===== config.mk =====
export PLATFORM = sky130hd
export DESIGN_NAME = brc_cell
export DESIGN_NICKNAME = d
export VERILOG_FILES = /design/src/hdl/brc_pkg.sv /design/src/hdl/brc_cell.sv
export SDC_FILE = /design/constraint.sdc
export NUM_CORES = 1
export LEC_CHECK = 0
export ABC_AREA = 0
export BUFFER_PORTS_ARGS = -buffer_cell sky130_fd_sc_hd__buf_2
export CAP_MARGIN = 20
export CORE_MARGIN = 2
export CORE_UTILIZATION = 51
export DETAILED_ROUTE_END_ITERATION = 8
export GPL_TIMING_DRIVEN = 0
export MAX_ROUTING_LAYER = met4
export PLACE_DENSITY = 0.91
export SLEW_MARGIN = 20
export SYNTH_ARGS = -nofsm -noshare
export SYNTH_HDL_FRONTEND = slang
export SYNTH_SLANG_ARGS = --single-unit

===== constraint.sdc =====
create_clock -name clock -period 4.95 [get_ports clock]
set_clock_uncertainty 0.15 [all_clocks]
set_input_delay 0.495 -clock clock [delete_from_list [all_inputs] [get_ports clock]]
set_output_delay 0.495 -clock clock [all_outputs]
set_load 0.02 [all_outputs]

===== src/hdl/brc_pkg.sv =====
// Shared types and constants for the box region classifier.
`default_nettype none

package brc_pkg;

   // Operation codes carried on req_operation.
   typedef enum logic [1:0] {
      OP_ADD      = 2'd0,
      OP_CLASSIFY = 2'd1,
      OP_NAMED    = 2'd2,
      OP_CLEAR    = 2'd3
   } brc_op_type;

   // Width of the rsp_area_number field.
   localparam int AREA_NUM_BITS = 2;

   // Default key loaded at reset.
   localparam logic [31:0] DEFAULT_KEY_RESET = 32'd2072609373;

   // Control part of the token walking down the cell chain.
   typedef struct packed {
      logic valid;
      logic hit;
   } brc_flag_type;

endpackage

`default_nettype wire


===== src/hdl/brc_cell.sv =====
// One chain cell: holds one box and tests the passing query token against it.
`default_nettype none

module brc_cell #(
   parameter int INDEX      = 0,
   parameter int COORD_BITS = 24,
   parameter int BCW        = 7,
   parameter int ACW        = 3
) (
   input  wire                          clock,
   input  wire                          reset,
   // box write, broadcast to all cells
   input  wire                          wr_en,
   input  wire signed [COORD_BITS-1:0]  wr_low_x,
   input  wire signed [COORD_BITS-1:0]  wr_low_y,
   input  wire signed [COORD_BITS-1:0]  wr_high_x,
   input  wire signed [COORD_BITS-1:0]  wr_high_y,
   input  wire        [ACW-1:0]         wr_owner,
   input  wire        [BCW-1:0]         box_count,
   // token from the left neighbor
   input  brc_pkg::brc_flag_type        in_flag,
   input  wire signed [COORD_BITS-1:0]  in_px,
   input  wire signed [COORD_BITS-1:0]  in_py,
   input  wire        [ACW-1:0]         in_best,
   input  wire        [ACW-1:0]         in_target,
   // token to the right neighbor
   output brc_pkg::brc_flag_type        out_flag,
   output logic signed [COORD_BITS-1:0] out_px,
   output logic signed [COORD_BITS-1:0] out_py,
   output logic       [ACW-1:0]         out_best,
   output logic       [ACW-1:0]         out_target
);

   logic signed [COORD_BITS-1:0] low_x_ff, low_y_ff, high_x_ff, high_y_ff;
   logic        [ACW-1:0]        owner_ff;
   brc_pkg::brc_flag_type        flag_ff, flag_in;
   logic signed [COORD_BITS-1:0] px_ff, py_ff;
   logic        [ACW-1:0]        best_ff, best_in, target_ff;
   logic                         active, holds;

   // only cells below the fill count hold a box
   assign active = BCW'(INDEX) < box_count;
   assign holds  = active && (in_px >= low_x_ff) && (in_px <= high_x_ff) &&
                   (in_py >= low_y_ff) && (in_py <= high_y_ff);

   always_comb begin
      flag_in       = in_flag;
      best_in       = in_best;
      if (holds && (owner_ff < in_best)) begin
         best_in = owner_ff;
      end
      if (holds && (owner_ff == in_target)) begin
         flag_in.hit = 1'b1;
      end
   end

   always_ff @(posedge clock) begin
      if (wr_en && (box_count == BCW'(INDEX))) begin
         low_x_ff  <= wr_low_x;
         low_y_ff  <= wr_low_y;
         high_x_ff <= wr_high_x;
         high_y_ff <= wr_high_y;
         owner_ff  <= wr_owner;
      end
   end

   always_ff @(posedge clock) begin
      if (reset) begin
         flag_ff <= '0;
      end else begin
         flag_ff <= flag_in;
      end
      px_ff     <= in_px;
      py_ff     <= in_py;
      best_ff   <= best_in;
      target_ff <= in_target;
   end

   assign out_flag   = flag_ff;
   assign out_px     = px_ff;
   assign out_py     = py_ff;
   assign out_best   = best_ff;
   assign out_target = target_ff;

endmodule

`default_nettype wire


[Yosys cells after proc, flatten, opt, wreduce, memory -nomap -nowiden]
Cells that the tools add are included.
Widths: inputs -> output; s select.
Cells by class
  $lt $le $gt $ge: 6
  equal/unequal tests: 1
  muxes and demuxes: 2
  reduce and logical (&&, ||, !) cells: 8
Operator list (number)
  $ge 24x24->1: 2
  $le 24x24->1: 2
  $logic_and 1x1->1: 7
  $logic_not 7->1: 1
  $lt 1x7->1 const A: 1
  $eq 3x3->1: 1
  $lt 3x3->1: 1
  $mux 3: 1
  $mux 1: 1
Word-level totals
  flip-flop bits (word level): 155
  input bits: 165
  output and inout bits: 56
  logic and storage cells: 28

[Depth between registers and ports, before layout]
  word-level depth: 7
  depth in mapped cells: 11
  gate-level depth less buffers: 11

[Worst setup path after synthesis]
Ideal clock, no wire load.
  path kind: input to register
  start point: input box_count[2]
  end point: register high_x_ff[0] (enable)
  setup time: 470 ps
  arrival: 3204 ps
  data required time: 4330 ps
  slack: 1126 ps
  stages on the path: 2
  cell sequence: nor4_1 and3_1
On the way
  cells in the longest elaborated chain, start to end: 2
Ends and longest elaborated chain
  from (decl): line brc_cell.sv:19  | input wire [BCW-1:0] box_count,
  $logic_not 7->1: line brc_cell.sv:58  | if (wr_en && (box_count == BCW'(INDEX))) begin
  $logic_and 1x1->1: line brc_cell.sv:58
  to (signal assigned): line brc_cell.sv:61  | high_x_ff <= wr_high_x;
  to (decl): line brc_cell.sv:34  | logic signed [COORD_BITS-1:0] low_x_ff, low_y_ff, high_x_ff, high_y_ff;
No other way between the ends.
A chain may end at the register's enable or synchronous reset.

[Worst setup path in the final report]
  start point: register low_x_ff[23]
  end point: register best_ff[0] (netlist: out_best[0])
On the way
  cells in the longest elaborated chain, start to end: 7
Ends and longest elaborated chain
  from (decl): line brc_cell.sv:34
  from (signal assigned): line brc_cell.sv:59  | low_x_ff <= wr_low_x;
  $ge 24x24->1: line brc_cell.sv:43  | assign holds = active && (in_px >= low_x_ff) && (in_px <= high_x_ff) &&
  $logic_and 1x1->1 (3 in a row): line brc_cell.sv:43
  $logic_and 1x1->1: line brc_cell.sv:44  | (in_py >= low_y_ff) && (in_py <= high_y_ff);
  $logic_and 1x1->1: line brc_cell.sv:49  | if (holds && (owner_ff < in_best)) begin
  $mux 3: line brc_cell.sv:49
  via best_in[0]: line brc_cell.sv:38  | logic [ACW-1:0] best_ff, best_in, target_ff;
  to (signal assigned): line brc_cell.sv:75  | best_ff <= best_in;
  to (decl): line brc_cell.sv:38
The timed path passes the listed nets, and every way through them passes these cells.

==> impl_results.md <==
- Net Count, Synth: 784
- Syn avg cell area: 12.89 um^2
- Avg WL per Cell: 16.58 um
- Final HPWL DP: 11.76 mm
- Distinct cells, synth: 41
- # H-tree levels: 4
- Vias in the first global route: 5047
- Largest net degree at the start of global routing: 52
- Antenna violations before repair: 0
- Area Growth Syn to Fin: 28.58%
- Max incr delay on CP: 570 ps
- Setup CP Type: reg2reg
- Endpoint class of the critical path: register
- Setup TNS: 0 ps
- Die H: 118.8 um
- Share of the clock period used by the worst path: 56.58%
- Pins over their slew limit: 0
- Num CTS Buffers: 17
- Sequential-to-total area share from yosys stat: 60.95%
- All-layer global routing usage: 23.35%
- Final setup fails: 0
- CP Buf/Inv Count: 1
- Cts hold-fix bufs: 0
- Cell Area, Synth: 6716 um^2
- Cell types occupying the most area after synthesis: edfxtp_1 (44%), ha_1 (18%), dfxtp_1 (17%), inv_1 (5.6%), a21oi_1 (2.8%)
- DR iter-0 viols: 264
- Grt ovf: 0
- FP Rows: 41
- Leading area contributor after synthesis: edfxtp_1
- CTS tree: yes
- Clock Latency Late Sink: 420 ps
- Core Region: 12720 um^2
- Slew headroom: 54.46%
- Fin cells: 946
- Max-cap viol count: 0
- Warnings from Yosys: 0
- CP cell instances: inv_1, ha_1, nand4_1, nor4_1, nand2_1, nand4b_1, mux2i_1, a21oi_2, nand4_2, mux2_1
- Worst slew pin tran: 683.1 ps
- IO Pins: 221
- Pwr/cell area: 339.3 nW/um^2
- Starting Density: 52.79%
- Synth top area share: 44.26%
- Synthesized instance count: 521
- Die area: 14100 um^2
- Pre-Repair DR Iteration Count: 4
- CP max FO: 4
- Yosys reg bits: 155
- Post-DRT Antenna Nets: 0
- Worst EP required: 5110 ps
- CP arrival: 2960 ps
- Vias after detailed routing: 4824
- Worst hold path type: in2reg
- Tmin final: 2801 ps
- Bufs on Longest Clock Path: 2
- Post-Place Cells: 914
- Critical path startpoint category: register
- Worst ir drop on vdd: 0.0002910 V
- Ant. Diodes: 0
- Most frequent cells in the layout: buf_2 (220), inv_1 (100), edfxtp_1 (99)
- First-pass GRT wire length: 23.95 mm
- Die Span X: 118.8 um
- Gates resized, CTS repair: 0
- Leakage power: 4.134 nW
- IO buf count: 220
- Final wirelength: 15.68 mm
- RSZ-0062 raised after global routing: false
- Fmax: 357.0 MHz
- Nets: 1024
- Setup bufs post-CTS: 0
- DRC Markers: 0
- Outcome: finished clean
- Via density: 5.099
- Clock sinks: 155
- Fraction of layout cells with a size suffix above 1: 32.69%
- CP delay by family, top: simple AND/OR/NAND/NOR gates
- GPL Wtd Cong: 0.8395
- Root Driver: clkbuf_16
- Crit-path slowest cell: nor4_1
- Final hold violations: 0
- Most common cell after layout, fill and taps aside: buf_2
- Clk slew on worst S/H paths: 60 ps
where the power goes:
part | internal [W] | switching (W) | total, W
clock | 0.000789 | 0.000488 | 0.00128
combinational | 0.000109 | 0.000135 | 0.000244
sequential | 0.00140 | 0.00000744 | 0.00141
cells by family after synthesis:
family	after synthesis	share of synthesized area (%)
AND/OR/NAND/NOR	83	6.651
multiplexers	4	0.6520
buffers and inverters	100	5.589
adder cells (fa/ha/maj)	98	18.26
AO/OA/AOI/OAI	76	7.247
flip-flops	155	60.95
XOR/XNOR	5	0.6520
registers in the layout, indices dropped and copies added (netlist names):
signal,cells
high_x_ff,24
high_y_ff,24
low_x_ff,24
low_y_ff,24
out_best,3
out_flag,2
out_px,24
out_py,24
out_target,3
owner_ff,3
path summary, 6_finish.rpt:
check / start / endpoint / slack (ps) / depth (start not counted)
setup reg to reg: low_x_ff[23] / out_best[0] / 2150 / 10
setup / recovery: low_x_ff[23] / out_best[0] / 2150 / 10
hold / removal: in_target[1] / out_target[1] / 40 / 1
hold reg to reg: owner_ff[1] / out_best[1] / 380 / 1
Yosys cell counts:
master	number
xnor2_1	1
ha_1	98
xor2_1	4
a21oi_2	1
inv_1	100
edfxtp_1	99
nor2b_1	5
mux2i_1	1
a211oi_1	2
and4_1	1
o22ai_1	1
a221o_1	1
or4_1	1
a221oi_2	1
o41a_1	1
nand3_1	8
dfxtp_1	56
a2111oi_2	1
a31oi_2	1
a221oi_1	2
mux2_1	3
and4_4	1
nor3_1	4
a21o_1	5
nand4_2	1
nor2_1	9
o211ai_2	1
o21ai_1	3
nand4b_1	1
a21boi_0	2
and3b_1	1
a21oi_1	38
nor4_1	4
and3_1	1
and2_0	1
o21ai_0	8
nand4_1	23
nand2_1	22
a32oi_1	1
a211o_1	3
o211ai_1	4
stage by stage:
stage	hold slack, ps	setup WS, ps	area (um^2)	utilization, %	total power [W]
floorplan	349.5	1126	6716	-	0.001546
global placement	369.6	20.59	8033	63.14	0.001664
detailed placement	373.7	1884	8065	63.40	0.001677
CTS	25.77	2164	8636	67.88	0.002951
global route	30.89	2034	8636	67.88	0.003030
finish	43.36	2149	8636	67.88	0.002930
metal layers:
metal	wire (um)	share of wire, %	global-route usage [%]	vias up
li1	-	-	-	2344
met1	5664	36	23.57	2237
met2	8505	54	42.67	208
met3	1132	7.2	6.660	35
met4	380	2.4	8.557	0
met5	0	0	-	-
cell type report:
cell class                      instances  area (um^2)
Sequential cell                       155         4094
Clock inverter                          8        118.9
Fill cell                             917         4086
Multi-Input combinational cell        266         2252
Clock buffer                           24        451.7
Timing Repair Buffer                  221         1129
Inverter                              100        375.4
Tap cell                              172        215.2
Note: power is estimated with default switching activity, not from simulation.
