<file path="config.mk">
export PLATFORM = sky130hd
export DESIGN_NAME = brc_area_table
export DESIGN_NICKNAME = d
export VERILOG_FILES = /design/src/hdl/brc_area_table.sv
export SDC_FILE = /design/constraint.sdc
export NUM_CORES = 1
export LEC_CHECK = 0
export ABC_CLOCK_PERIOD_IN_PS = 2400
export BUFFER_PORTS_ARGS = -buffer_cell sky130_fd_sc_hd__buf_4
export CORE_ASPECT_RATIO = 0.6
export CORE_UTILIZATION = 56
export DETAILED_ROUTE_END_ITERATION = 8
export PLACE_DENSITY = 0.8
export SLEW_MARGIN = 5
export SYNTH_ARGS = -nofsm -noshare
export SYNTH_HDL_FRONTEND = slang
export SYNTH_SLANG_ARGS = --single-unit
</file>
<file path="constraint.sdc">
create_clock -name clock -period 2.4 [get_ports clock]
set_input_delay 0.24 -clock clock [delete_from_list [all_inputs] [get_ports clock]]
set_output_delay 0.24 -clock clock [all_outputs]
set_load 0.005 [all_outputs]
</file>
<file path="src/hdl/brc_area_table.sv">
// Area key table: append, clear, registered key match and key readback.
`default_nettype none

module brc_area_table #(
   parameter int MAX_AREAS = 4,
   parameter int AW        = 2,
   parameter int ACW       = 3
) (
   input  wire              clock,
   input  wire              reset,
   input  wire              look_en,
   input  wire  [31:0]      look_key,
   input  wire              add_en,
   input  wire  [31:0]      add_key,
   input  wire              clear,
   input  wire  [AW-1:0]    rd_idx,
   output logic [31:0]      rd_key,
   output logic             hit,
   output logic [ACW-1:0]   idx,
   output logic [ACW-1:0]   count
);

   logic [31:0]          keys_ff [MAX_AREAS];
   logic [ACW-1:0]       count_ff, count_in;
   logic [MAX_AREAS-1:0] match_ff, match_in;

   always_comb begin
      for (int a = 0; a < MAX_AREAS; a++) begin
         match_in[a] = (ACW'(a) < count_ff) && (keys_ff[a] == look_key);
      end
   end

   // lowest matching entry
   always_comb begin
      idx = '0;
      for (int a = MAX_AREAS - 1; a >= 0; a--) begin
         if (match_ff[a]) begin
            idx = ACW'(a);
         end
      end
   end

   assign hit = |match_ff;

   always_comb begin
      count_in = count_ff;
      if (clear) begin
         count_in = '0;
      end else if (add_en) begin
         count_in = count_ff + ACW'(1);
      end
   end

   always_ff @(posedge clock) begin
      if (reset) begin
         count_ff <= '0;
      end else begin
         count_ff <= count_in;
      end
      if (look_en) begin
         match_ff <= match_in;
      end
      if (add_en && !clear) begin
         keys_ff[count_ff[AW-1:0]] <= add_key;
      end
   end

   assign rd_key = keys_ff[rd_idx];
   assign count  = count_ff;

endmodule

`default_nettype wire

</file>
Word-level counts from Yosys, hierarchy flattened

Memories as Yosys holds them, arrays and structs flattened.
Index checks and enable logic that the tools add are counted.

Add/sub/neg operators: 1
$lt $le $gt $ge: 4
Eq/ne operators: 4
Multiplexer cells: 6
Reduce and logical (&&, ||, !) cells: 8

Operators with widths:

| operator                                                                     | number |
|---|---|
| 32-bit equality test                                                         | 4 |
| 3-bit two-way mux                                                            | 3 |
| 1-bit by 3-bit less-than comparator with 1-bit output (first input constant) | 2 |
| 2-bit by 3-bit less-than comparator with 1-bit output (first input constant) | 2 |
| 1-bit logical AND                                                            | 5 |
| 4-bit OR reduction                                                           | 1 |
| 3-bit by 1-bit adder with 3-bit output (second input constant)               | 1 |
| 1-bit two-way mux                                                            | 2 |
| 2-bit two-way mux                                                            | 1 |
| 2-bit OR reduction                                                           | 1 |
| 1-bit logical NOT                                                            | 1 |

Register bits after elaboration: 7
Memory bits (writable): 128
Input bits: 71
Output and inout bits: 39
Word-level logic and storage cells: 26
Memories: 1

Memories:

| name    | depth | width | read ports | clocked after memory_dff | wr ports | line | source |
|---|---|---|---|---|---|---|---|
| keys_ff | 4     | 32    | 5          | 0                        | 1        | 23   | `logic [31:0] keys_ff [MAX_AREAS];` |

Longest topological paths before layout

Gate-level depths: netlist (run 1).

Depth after elaboration: 4
Depth in mapped cells: 4
Mapped depth without buffers: 4

Worst setup path before layout (run 1)

Ideal clock, no wire load.

Kind: reg2reg
Start: register count_ff[0] (netlist: count[0])
End: memory keys_ff[2][0], enable pin
Library setup time: 0.392 ns
Arrival time: 1.406 ns
Required time: 2.008 ns
Path slack: 0.602 ns
Cell stages (with the launch flop): 4
Path buffers: 0
Clock period less this slack: 1.798 ns
Cells stage by stage: dfxtp_1 inv_1 ha_1 and2_1

RTL lines:

| item                     | line | source |
|---|---|---|
| start: declaration       | 24   | `logic [ACW-1:0] count_ff, count_in;` |
| start signal: assignment | 58   | `count_ff <= count_in;` |
| end: declaration         | 23   |  |

Straight into the memory's write port.

==> results of run 1 <==
-- through the flow --
step / hold WS [ps] / cell area, um^2 / utilization, %
after detailed placement: 428 / 7400 / 68.2
final: 12.1 / 8020 / 73.9
after global placement: 424 / 7400 / 68.2
after CTS: 4.34 / 8020 / 73.9
after floorplan: 317 / 6390 / -
after global routing: 8.24 / 8020 / 73.9
-- report_power, final --
group / leakage, uW / total, uW / switching [uW] / internal [uW]
clock network: 0.000286 / 2610 / 987 / 1630
registers: 0.00123 / 2660 / 26.8 / 2630
logic: 0.00141 / 525 / 270 / 255
total: 0.00293 / 5800 / 1280 / 4510
-- synth_stat cells --
cell type,number
clkbuf_1,1
edfxtp_1,132
mux4_2,32
ha_1,4
o2111a_1,1
conb_1,1
a2111oi_2,1
nor4_1,27
a2111oi_0,1
xor2_2,1
and2_1,4
nand4_1,6
xnor2_1,11
nand3_1,5
nor2b_1,2
buf_1,3
nand2b_1,1
buf_4,4
mux2i_1,1
inv_1,4
nor2_1,5
dfxtp_1,3
xor2_1,116
a21oi_1,2
nand2_1,3
nor3_1,9
-- flip-flops by register name, indices dropped and copies added, names as in the netlist --
name	cells
match_ff	4
count	3
keys_ff	128
-- cell families (layout without fill, tap and decap cells) --
family | Yosys count | after routing | synth area share [%]
flip-flops | 135 | 135 | 62.9
other | 1 | 1 | 0.0587
AND/OR/NAND/NOR | 62 | 62 | 5.48
multiplexers | 33 | 33 | 11.4
AO/OA/AOI/OAI | 5 | 5 | 0.705
buffers and inverters | 12 | 154 | 0.939
XOR/XNOR | 128 | 128 | 17.7
adder cells (fa/ha/maj) | 4 | 4 | 0.783
-- path summary, 6_finish.rpt --
check | start | to | cells past startpoint
setup / recovery | keys_ff[0][12] | match_ff[0] | 4
hold / removal | add_key[12] | keys_ff[1][12] | 1
setup reg to reg | keys_ff[0][12] | match_ff[0] | 4
hold reg to reg | count[0] | count[0] | 2
-- worst max-delay path: stages, from the launching register on --
cell	delay, ps
edfxtp_1	420
xor2_1	210
nor4_1	590
nand4_1	190
a2111oi_2	240
-- final cells by class --
type                       instances  area (um^2)  area share, %
sequential                       135         4020           50.2
multi-input combinational        233         2310           28.8
timing repair buffer             118          906           11.3
clock buffer                      19          433           5.40
tap                              139          174           2.17
clock inverter                    13          155           1.94
inverter                           4         15.0          0.187
-- metal layers --
layer	global-route usage [%]	up-vias	wire, um
li1	-	1727	-
met1	43.7	1997	7150
met3	8.50	31	1740
met5	0	-	0
met4	10.1	0	277
met2	42.7	266	7200
==> impl_metrics.csv, run 1 <==
group,metric,value,unit
timing,worst_pin_slew,704,ps
route,vias,4021,
job,drv_cap,0,
timing,finalSetupViolCount,0,
worst_setup_path,cp-start-kind,"register",
pwr,vdd_drop_max,0.562,mV
clock_network,postCtsSetupRepairBufs,0,
placed_design,pre_cts_ws,706,ps
global_routing,antenna_found_initial,0,
clock_network,numClockSinks,135,
timing,slew_headroom,52.6,%
worst_setup_path,critPathMaxFanout,2,
clock_network,holdBufCountCts,3,
route,ant_nets,0,
min_path,min_path_type,"in -> reg",
clock_network,cts_buffer_depth,2,
yosys,synth-seq-cells,135,
placed_design,numPortBuffers,108,
timing,period_share,77.2,%
floorplanning,fp-row-count,29,
placed_design,dp.cells,626,
final_layout,drive_above_1_share,33.9,%
clock_network,h-tree-depth,4,
floorplanning,initial_core_util,58.9,%
yosys,yosysSeqAreaShare,62.9,%
final_layout,nNetsFinal,584,
worst_setup_path,crit_arrival,2070,ps
route,drc,0,
yosys,netlist_instances,380,
yosys,synth_top_area_share,62.0,%
timing,min_period,1850,ps
yosys,synth.net_count,455,
yosys,synth_top_area_cell,"edfxtp_1",
floorplanning,die_w,140,um
clock_network,cts_tree,"yes",
global_routing,grt_usage,29.7,%
worst_setup_path,r2r_slack,550,ps
clock_network,root_buffer,"clkbuf_16",
worst_setup_path,critPathKind,"reg -> reg",
clock_network,cts_buffers,17,
final_layout,syn2layout_area_growth,25.4,%
timing,finalHoldViolations,0,
global_routing,grt-ovfl-total,0,
final_layout,antenna_cells,0,
placed_design,routabilityCongestion,0.834,
worst_setup_path,end_kind,"register",
worst_setup_path,required,2620,ps
global_routing,grt_max_degree,33,
clock_network,clk_latency,420,ps
final_layout,layout_common_cells,"edfxtp_1 (132), xor2_1 (116), buf_4 (114)",
route,vias_per_cell,6.08,
pwr,total_power,5800,uW
yosys,synth.area.top_cells,"edfxtp_1 (62%), xor2_1 (16%), mux4_2 (11%)",
timing,slew_viol_final,0,
timing,rsz0062_at_grt,"false",
timing,fin_ws,548,ps
pwr,p_leak,0.00293,uW
pwr,power_density,723,nW/um^2
global_routing,grt_pass1_vias,4017,
yosys,synth_area,6390,um^2
route,wire_per_inst,24.8,um
global_routing,grt_pass1_wl,24.4,mm
timing,finClkSkew,7.38,ps
floorplanning,dieArea,11900,um^2
clock_network,cts.repair.resized,0,
final_layout,nFillCells,663,
clock_network,clkSlewWorstSetupHoldPaths,60,ps
route,drt-initial-drc-count,468,
final_layout,layout.cells.non_filler,661,
run_status,status,"finished, final reports clean",
placed_design,dp.final_hpwl,11.4,mm
yosys,ys_warn_count,0,
final_layout,mostFrequentLayoutCell,"edfxtp_1",
timing,finalSetupTns,0,ps
route,drt-total-wl,16.4,mm
route,first_pass_iters,5,
timing,fmax,540,MHz
yosys,synth_cell_type_count,26,
yosys,syn_avg_cell_area,16.8,um^2
floorplanning,ios,110,
floorplanning,fp.dieH,84.8,um
floorplanning,core_area,10800,um^2
(Power assumes the default switching activity.)
==> run 2: changes to the inputs <==
- ABC_AREA: unset -> 1
- ABC_CLOCK_PERIOD_IN_PS: 2400 -> 1600
- CORE_UTILIZATION: 56 -> 52
- PLACE_DENSITY: 0.8 -> 0.77
- clock period: 2.4 -> 1.6 ns (I/O delays scaled with it)
==> impl_metrics.csv, run 2 <==
group,metric,value,unit
floorplanning,initial_core_util,54.8,%
final_layout,nFillCells,989,
placed_design,dp.cells,1121,
run_status,status,"finished, final reports clean",
placed_design,routabilityCongestion,0.939,
clock_network,numClockSinks,135,
yosys,netlist_instances,854,
floorplanning,fp-row-count,32,
yosys,netlist_top_cells_count,"nand2_1 (266), edfxtp_1 (132), nor2_1 (110), inv_1 (80), a21oi_1 (52)",
floorplanning,fp.dieH,93.4,um
pwr,vdd_drop_max,0.727,mV
final_layout,syn2layout_area_growth,28.2,%
route,first_pass_iters,6,
final_layout,largest_register_ffs,128,
route,ant_nets,0,
worst_setup_path,critPathKind,"reg -> out",
final_layout,nNetsFinal,1077,
timing,finClkSkew,7.43,ps
worst_setup_path,crit_arrival,1420,ps
worst_setup_path,critPathMaxFanout,3,
timing,finalHoldViolations,0,
yosys,synth-seq-cells,135,
floorplanning,ios,110,
global_routing,grt_pass1_vias,6096,
placed_design,dp.final_hpwl,15.7,mm
clock_network,cts_buffers,17,
clock_network,clkSlewWorstSetupHoldPaths,60,ps
timing,slew_viol_final,0,
timing,hold_slack,14.0,ps
worst_setup_path,required,1440,ps
global_routing,grt_max_degree,52,
yosys,synth_edf_count,132,
worst_setup_path,slowest_stage,"edfxtp_1",
clock_network,root_buffer,"clkbuf_16",
route,vias,6528,
worst_setup_path,crit_chain,"o21ai_0, o22ai_1, buf_4",
final_layout,layout.cells.non_filler,1185,
final_layout,multi_input_area,2710,um^2
yosys,yosysSeqAreaShare,55.6,%
min_path,min_path_type,"in -> reg",
route,drt-total-wl,22.2,mm
timing,finalSetupTns,0,ps
clock_network,cts_tree,"yes",
global_routing,grt_pass1_wl,33.5,mm
yosys,syn_avg_cell_area,8.48,um^2
timing,min_period,1580,ps
clock_network,postCtsSetupRepairBufs,0,
final_layout,layout_common_cells,"nand2_1 (266), edfxtp_1 (132), buf_4 (116)",
worst_setup_path,critPathBufInv,1,
yosys,synth_top_area_share,54.7,%
route,wire_per_inst,18.7,um
global_routing,antenna_found_initial,1,
worst_setup_path,slowest_delay,380,ps
pwr,power_density,988,nW/um^2
yosys,ys_warn_count,0,
yosys,synth_cell_type_count,26,
yosys,async_flop_share,0,%
final_layout,antenna_cells,0,
yosys,synth-main-ff-cell,"edfxtp_1",
placed_design,numPortBuffers,108,
global_routing,grt_usage,32.3,%
worst_setup_path,cp-start-kind,"register",
floorplanning,die_w,154,um
worst_setup_path,path_delay_family,"compound AO/OA/AOI/OAI gates",
route,drt-initial-drc-count,1079,
route,drc,0,
final_layout,mostFrequentLayoutCell,"nand2_1",
pwr,p_leak,0.00403,uW
yosys,synth.area.top_cells,"edfxtp_1 (55%), nand2_1 (14%), nor2_1 (5.7%)",
yosys,synth.net_count,929,
job,drv_cap,0,
worst_setup_path,end_kind,"output pin",
final_layout,drive_above_1_share,18.8,%
final_layout,regArea,4020,um^2
timing,fmax,632,MHz
route,vias_per_cell,5.51,
timing,rsz0062_at_grt,"false",
global_routing,grt-ovfl-total,0,
clock_network,cts_buffer_depth,2,
clock_network,clk_latency,420,ps
yosys,yosysMostFrequentCell,"nand2_1",
yosys,synth_area,7240,um^2
timing,finalSetupViolCount,0,
floorplanning,dieArea,14400,um^2
floorplanning,core_area,13200,um^2
yosys,synth_top_area_cell,"edfxtp_1",
clock_network,h-tree-depth,4,
timing,period_share,98.9,%
run 2: cell types whose count changed after synthesis, moves of 9 or more:
cell and change:
o22ai_1 +13, nor4_1 -27, inv_1 +76, xor2_1 -107, o21ai_1 +40, mux4_2 -32, o21ai_0 +35, xnor2_1 +20
nor2_1 +105, inv_2 +29, clkbuf_1 +9, nand2_1 +263, a21oi_1 +50
run 2: worst register-to-register path, stage by stage (launching register included):
cell     delay, ps
dfxtp_1        380
inv_1          140
ha_1           170
inv_1           60
nor2_4         120
buf_12         230
run 2: area by class of cell:
type,instances,area share [%]
clock inverter,14,1.97
timing repair buffer,154,14.1
inverter,110,4.45
multi-input combinational,584,29.2
sequential,135,43.4
tap,170,2.29
clock buffer,18,4.62
run 2: routing by layer:
metal	vias up	GRT usage, %	part of all wire [%]
li1	3060	-	-
met1	2962	45.5	42
met2	456	48.4	43
met3	48	9.55	14
met4	2	9.24	1.6
met5	-	0	0.059
run 2: power breakdown:
| part | switching, uW | internal [uW] |
|---|---|---|
| Combinational | 599 | 453 |
| Clock | 1530 | 2590 |
| Sequential | 42.0 | 3950 |
run 2: repair_timing:
item	CTS	global route
resized for setup	0	3
setup endpoints to repair	0	2
hold endpoints to repair	128	0
hold buffers	32	0
run 2: logic make-up (layout without fill, tap and decap cells):
kind of cell             Yosys count  in the layout  synth area share [%]
AND/OR/NAND/NOR                  396            396                  21.0
AO/OA/AOI/OAI                    143            143                  10.2
flip-flops                       135            135                  55.6
buffers and inverters            135            296                  7.60
XOR/XNOR                          40             40                  4.84
adder cells (fa/ha/maj)            4              4                 0.691
other                              1              1                0.0518
run 2: through the flow:
step / utilization [%] / power, uW / setup slack (ps) / instance area [um^2]
after floorplan: - / 4510 / 10.5 / 7270
after detailed placement: 63.1 / 5020 / 161 / 8340
after global placement: 63.1 / 5000 / 160 / 8340
after CTS: 70.2 / 9120 / 56.8 / 9270
final: 70.2 / 9170 / 17.7 / 9280
after global routing: 70.2 / 9390 / 12.9 / 9280
run 2: final timing paths:
check / startpoint / endpoint / slack (ps) / cells past startpoint
worst max register to register: count[1] / keys_ff[1][20] / 140 / 5
worst min-delay path: look_en / match_ff[1] / 10 / 1
worst max-delay path: keys_ff[2][10] / rd_key[10] / 20 / 3
worst min register to register: count[2] / count[2] / 590 / 2
